### src/hdl/adr_pkg.sv
// ----------------------------------------------------------------------------
// adr_pkg
// Shared types, constants and helpers for the decimating requantizer.
// ----------------------------------------------------------------------------
package adr_pkg;

    // sizes fixed by the sample and register formats
    localparam int MAX_DECIMATION = 4096;
    localparam int CHANNELS       = 2;
    localparam int RATE_W         = 29;
    localparam int QUANT_W        = 24;
    localparam int SUM_W          = 29;

    localparam logic [RATE_W-1:0]  RATE_ONE   = RATE_W'(65536);
    localparam logic [RATE_W-1:0]  RATE_MAX   = RATE_W'(MAX_DECIMATION * 65536);
    localparam logic [QUANT_W-1:0] QUANT_ONE  = QUANT_W'(256);
    localparam logic [QUANT_W-1:0] QUANT_MAX  = QUANT_W'(8388608);

    // divider sizes: long numerator for rate division, short for quantizer
    localparam int DIV_W       = 47;
    localparam int DIV_SHORT_W = 25;
    localparam int DEN_W       = 30;
    localparam int DIV_CNT_W   = 6;

    typedef enum logic [1:0] {
        CFG_RATE_STEP     = 2'd0,
        CFG_QUANT_STEP    = 2'd1,
        CFG_DITHER_ENABLE = 2'd2,
        CFG_CHANNEL_COUNT = 2'd3
    } cfg_index_e;

    typedef struct packed {
        logic signed [15:0] sample_left;
        logic signed [15:0] sample_right;
        logic               restart;
    } in_item_t;

    typedef struct packed {
        logic signed [15:0] out_left;
        logic signed [15:0] out_right;
    } out_item_t;

    typedef struct packed {
        logic start;
        logic long_mode;
    } div_cmd_t;

    typedef enum logic [3:0] {
        ST_IDLE,
        ST_PREP,
        ST_DEC_MUL,
        ST_DEC_CARRY,
        ST_DEC_DIV,
        ST_DEC_WAIT,
        ST_QSEL,
        ST_Q_DIV,
        ST_Q_WAIT,
        ST_Q_MUL,
        ST_Q_OUT,
        ST_DONE
    } seq_state_t;

    // saturate a sign and magnitude to 16 bit signed
    function automatic logic [15:0] sat_mag(input logic neg, input logic [DIV_W-1:0] mag);
        logic [15:0] r;
        if (!neg)
        begin
            r = (mag > DIV_W'(32767)) ? 16'h7fff : mag[15:0];
        end
        else
        begin
            r = (mag >= DIV_W'(32768)) ? 16'h8000 : 16'(-mag[15:0]);
        end
        return r;
    endfunction

endpackage

### src/hdl/adr_div.sv
// ----------------------------------------------------------------------------
// adr_div
// Shared restoring divider, one quotient bit per cycle, long or short mode.
// ----------------------------------------------------------------------------
module adr_div (
    input  logic                        clk,
    input  logic                        rst_n,
    input  adr_pkg::div_cmd_t           cmd,
    input  logic [adr_pkg::DIV_W-1:0]   num,
    input  logic [adr_pkg::DEN_W-1:0]   den,
    output logic                        done,
    output logic [adr_pkg::DIV_W-1:0]   quo
);
    import adr_pkg::*;

    logic                 active_reg, active_next;
    logic                 done_reg, done_next;
    logic [DIV_CNT_W-1:0] cnt_reg, cnt_next;
    logic [DIV_W-1:0]     num_reg, num_next;
    logic [DIV_W-1:0]     quo_reg, quo_next;
    logic [DEN_W-1:0]     rem_reg, rem_next;
    logic [DEN_W-1:0]     den_reg, den_next;
    logic [DEN_W:0]       trial;

    // one shift and subtract step per cycle
    always_comb
    begin
        active_next = active_reg;
        done_next   = 1'b0;
        cnt_next    = cnt_reg;
        num_next    = num_reg;
        quo_next    = quo_reg;
        rem_next    = rem_reg;
        den_next    = den_reg;
        trial       = {rem_reg, num_reg[DIV_W-1]};
        if (cmd.start)
        begin
            active_next = 1'b1;
            den_next    = den;
            rem_next    = '0;
            quo_next    = '0;
            if (cmd.long_mode)
            begin
                num_next = num;
                cnt_next = DIV_CNT_W'(DIV_W);
            end
            else
            begin
                num_next = {num[DIV_SHORT_W-1:0], (DIV_W-DIV_SHORT_W)'(0)};
                cnt_next = DIV_CNT_W'(DIV_SHORT_W);
            end
        end
        else if (active_reg)
        begin
            num_next = {num_reg[DIV_W-2:0], 1'b0};
            if (trial >= {1'b0, den_reg})
            begin
                rem_next = DEN_W'(trial - {1'b0, den_reg});
                quo_next = {quo_reg[DIV_W-2:0], 1'b1};
            end
            else
            begin
                rem_next = trial[DEN_W-1:0];
                quo_next = {quo_reg[DIV_W-2:0], 1'b0};
            end
            cnt_next = cnt_reg - 1'b1;
            if (cnt_reg == DIV_CNT_W'(1))
            begin
                active_next = 1'b0;
                done_next   = 1'b1;
            end
        end
    end

    // control registers
    always_ff @(posedge clk or negedge rst_n)
    begin
        if (!rst_n)
        begin
            active_reg <= 1'b0;
            done_reg   <= 1'b0;
            cnt_reg    <= '0;
        end
        else
        begin
            active_reg <= active_next;
            done_reg   <= done_next;
            cnt_reg    <= cnt_next;
        end
    end

    // datapath registers
    always_ff @(posedge clk)
    begin
        num_reg <= num_next;
        quo_reg <= quo_next;
        rem_reg <= rem_next;
        den_reg <= den_next;
    end

    assign done = done_reg;
    assign quo  = quo_reg;

endmodule

### config.mk
export PLATFORM = sky130hd
export DESIGN_NAME = adr_div
export DESIGN_NICKNAME = d
export VERILOG_FILES = /design/src/hdl/adr_pkg.sv /design/src/hdl/adr_div.sv
export SDC_FILE = /design/constraint.sdc
export NUM_CORES = 1
export LEC_CHECK = 0
export ABC_AREA = 1
export BUFFER_PORTS_ARGS = -buffer_cell sky130_fd_sc_hd__buf_2
export CAP_MARGIN = 10
export CORE_MARGIN = 4
export CORE_UTILIZATION = 53
export CTS_CLUSTER_SIZE = 16
export DETAILED_ROUTE_END_ITERATION = 12
export HOLD_SLACK_MARGIN = 0.05
export PLACE_DENSITY = 0.79
export SLEW_MARGIN = 40
export SYNTH_ARGS = -nofsm -noshare
export SYNTH_HDL_FRONTEND = slang
export SYNTH_SLANG_ARGS = --single-unit
### constraint.sdc
create_clock -name clk -period 3.8 [get_ports clk]
set_clock_uncertainty 0.1 [all_clocks]
set_input_delay 0.38 -clock clk [delete_from_list [all_inputs] [get_ports clk]]
set_output_delay 0.38 -clock clk [all_outputs]
set_load 0.005 [all_outputs]
==> reports/results.txt <==
Vias in the first global route = 7,417
Area delta synth->final = 19.9%
Gr usage total = 24.5%
Die width = 136 µm
Diodes inserted = 0
Cts hold-fix bufs = 31
Final Hold Violating Endpoints = 0
Boundary pin count = 129
RSZ-0062 raised after global routing = no
Worst-Margin Slew = 752 ps
Gate Count Post-Synth = 1,125
Maximum VDD drop = 372 µV
Routability cong. = 0.952
CP Data Required Time = 4020 ps
First-pass GRT wire length = 35.8 mm
Syn_nets = 1,239
Crit path kind = flop to flop
Core region area = 15,900 µm²
FF-to-FF path depth = 13
Slew headroom = 49.8%
Pwr Density = 618 nW/µm²
FFs w/ async S/R, synth = 4.94%
Final period utilization = 73.8%
Top cells by area, synth = edfxtp_1, dfxtp_1, nand2_1, inv_1, nand3_1
Final Max Tran Viols = 0
Worst Setup End Kind = flop
Non-Filler Instances = 1,507
Final TNS setup = 0 ps
Synth Area in Compound Gates = 10.6%
Hold path depth = 3
# rows = 46
Fmax = 357 MHz
Vias after detailed routing = 7,843
Largest net degree at the start of global routing = 64
Pwr Total = 6420 µW
Max Fanout on Critical Path = 26
Lkg Pwr = 0.00507 µW
Synth Area in Adders = 4.85%
Syn_area_per_cell = 7.70 µm²
Crit path launch type = flop
Clk buf depth = 2
Seq/Total Area, Yosys = 46.8%
Layout cells sized above 1 = 16.0%
Total Wirelength = 22.5 mm
Mapped cell area = 8660 µm²
R2R Setup Slk = 1000 ps
Post-synth EDFFs = 77
Placed Cells = 1,444
WP data arrival = 3030 ps
Warnings, synthesis = 0
# Post-CTS Setup Buffers = 0
Detailed router's first-iteration violation count = 644
XOR/XNOR share of the synthesized area = 1.42%
Reg clk slew, reported paths = 70 ps
Via density per instance = 5.20
TritonCTS clock tree = built
Grt ovf = 0
Die footprint = 18,500 µm²
Antenna Nets Post-Route = 0
Initial antenna violation count = 0
Multiplexer share of the synthesized area = 0%
MaxCap Viol Count = 0
DR pass1 iterations = 5
Final Setup Violations = 0
Hold crit path type = input pin to flop
Wire per inst = 14.9 µm
Detailed placement HPWL = 16.0 mm
Final min period = 2800 ps
Worst-skew pair later-pin latency = 430 ps
# fillers = 1,387
Unique masters post-synth = 39
Largest family of logic cells by synthesized area = simple AND/OR/NAND/NOR gates
Status = complete, no violations
Top_reg_cell synth = edfxtp_1
DRC Markers = 0
IO Port Bufs = 128
CTS Buf Count = 17
Starting density of the core = 54.3%
Cell taking the most area after synthesis = edfxtp_1
Die Height = 136 µm
Final net count = 1,392
Post-synthesis simple-gate area fraction = 25.0%
H-tree depth = 4
CTS sink cnt = 162
Flip-flop and latch count after synthesis = 162
Yosys top cell area share = 26.7%
Root buf cell = clkbuf_16
Post-CTS sizing = 0
worst max-delay path, cell delays in order, from the launching register on:
cell and delay (ps):
edfxtp_1 340, inv_1 50, ha_1 370, a21oi_1 260, nand2_1 120, nand2_1 70
nand2_1 120, a21oi_1 180, nand3_2 310, buf_4 360, nand2_1 220, nand2_1 80
nand2_1 80, nand2_1 40
stage by stage:
stage	utilization, %	worst slack (ps)	cell area [µm²]	hold slack, ps
after global placement	59.6	1000	9500	132
after floorplan	-	1230	8660	-15.6
after detailed placement	59.6	1030	9500	135
after global routing	65.2	837	10400	162
final	65.2	996	10400	157
after CTS	65.2	1000	10400	144
layout by cell type, fill, tap and decap left out, drive strengths merged:
| cell | instances |
|---|---|
| clkbuf | 21 |
| a21oi | 26 |
| nor2 | 74 |
| xnor2 | 10 |
| dfxtp | 77 |
| o311ai | 2 |
| xor2 | 4 |
| nor3 | 4 |
| clkinv | 6 |
| nand4 | 9 |
| fa | 1 |
| nand3 | 84 |
| o221ai | 5 |
| ha | 32 |
| buf | 137 |
| o211ai | 22 |
| o21ai | 41 |
| nand2 | 332 |
| dlygate4sd3 | 31 |
| edfxtp | 77 |
| nand3b | 8 |
| inv | 226 |
| dfrtp | 8 |
| o21bai | 7 |
| or2 | 2 |
| o22ai | 45 |
worst paths after layout:
kind | from | to
worst max-delay path | den_reg[26] | rem_reg[22]
worst min-delay path | num[36] | num_reg[36]
worst max register to register | den_reg[26] | rem_reg[22]
worst min register to register | quo[46] | quo[46]
max in group asynchronous | rst_n | cnt_reg[3]
min in group asynchronous | rst_n | done
where the power goes:
part / total (µW) / switching, µW / internal, µW / leakage, µW
Sequential: 2210 / 131 / 2080 / 0.00155
Clock: 1680 / 735 / 945 / 0.000292
Combinational: 2530 / 1640 / 895 / 0.00323
logic make-up after synthesis:
family	count (synthesis)
flip-flops	162
XOR/XNOR	14
AND/OR/NAND/NOR	513
AO/OA/AOI/OAI	148
adder cells (fa/ha/maj)	33
buffers and inverters	255
final cells by class:
type | instances | area (µm²) | share of cell area (%)
clock buffer | 21 | 493 | 4.75
clock inverter | 11 | 86.3 | 0.831
inverter | 221 | 831 | 8.00
multi-input combinational | 708 | 3620 | 34.9
sequential | 162 | 4050 | 39.0
tap | 216 | 270 | 2.60
timing repair buffer | 168 | 1030 | 9.92
Yosys cell counts (10+ instances only):
cell / number
nand2_1: 323
inv_1: 207
nand3_1: 81
dfxtp_1: 77
edfxtp_1: 77
nor2_1: 66
o22ai_1: 45
ha_1: 32
o21ai_0: 30
a21oi_1: 23
clkbuf_1: 23
o211ai_1: 22
inv_2: 12
o21ai_1: 11
xnor2_1: 10
metal layers:
layer / wire length (µm) / up-vias / track usage [%]
met3: 1300 / 36 / 4.33
li1: - / 3931 / -
met4: 418 / 0 / 7.61
met1: 10300 / 3614 / 33.0
met2: 10500 / 262 / 40.6
met5: 0 / - / 0
Note: power is estimated with default switching activity, not from simulation.
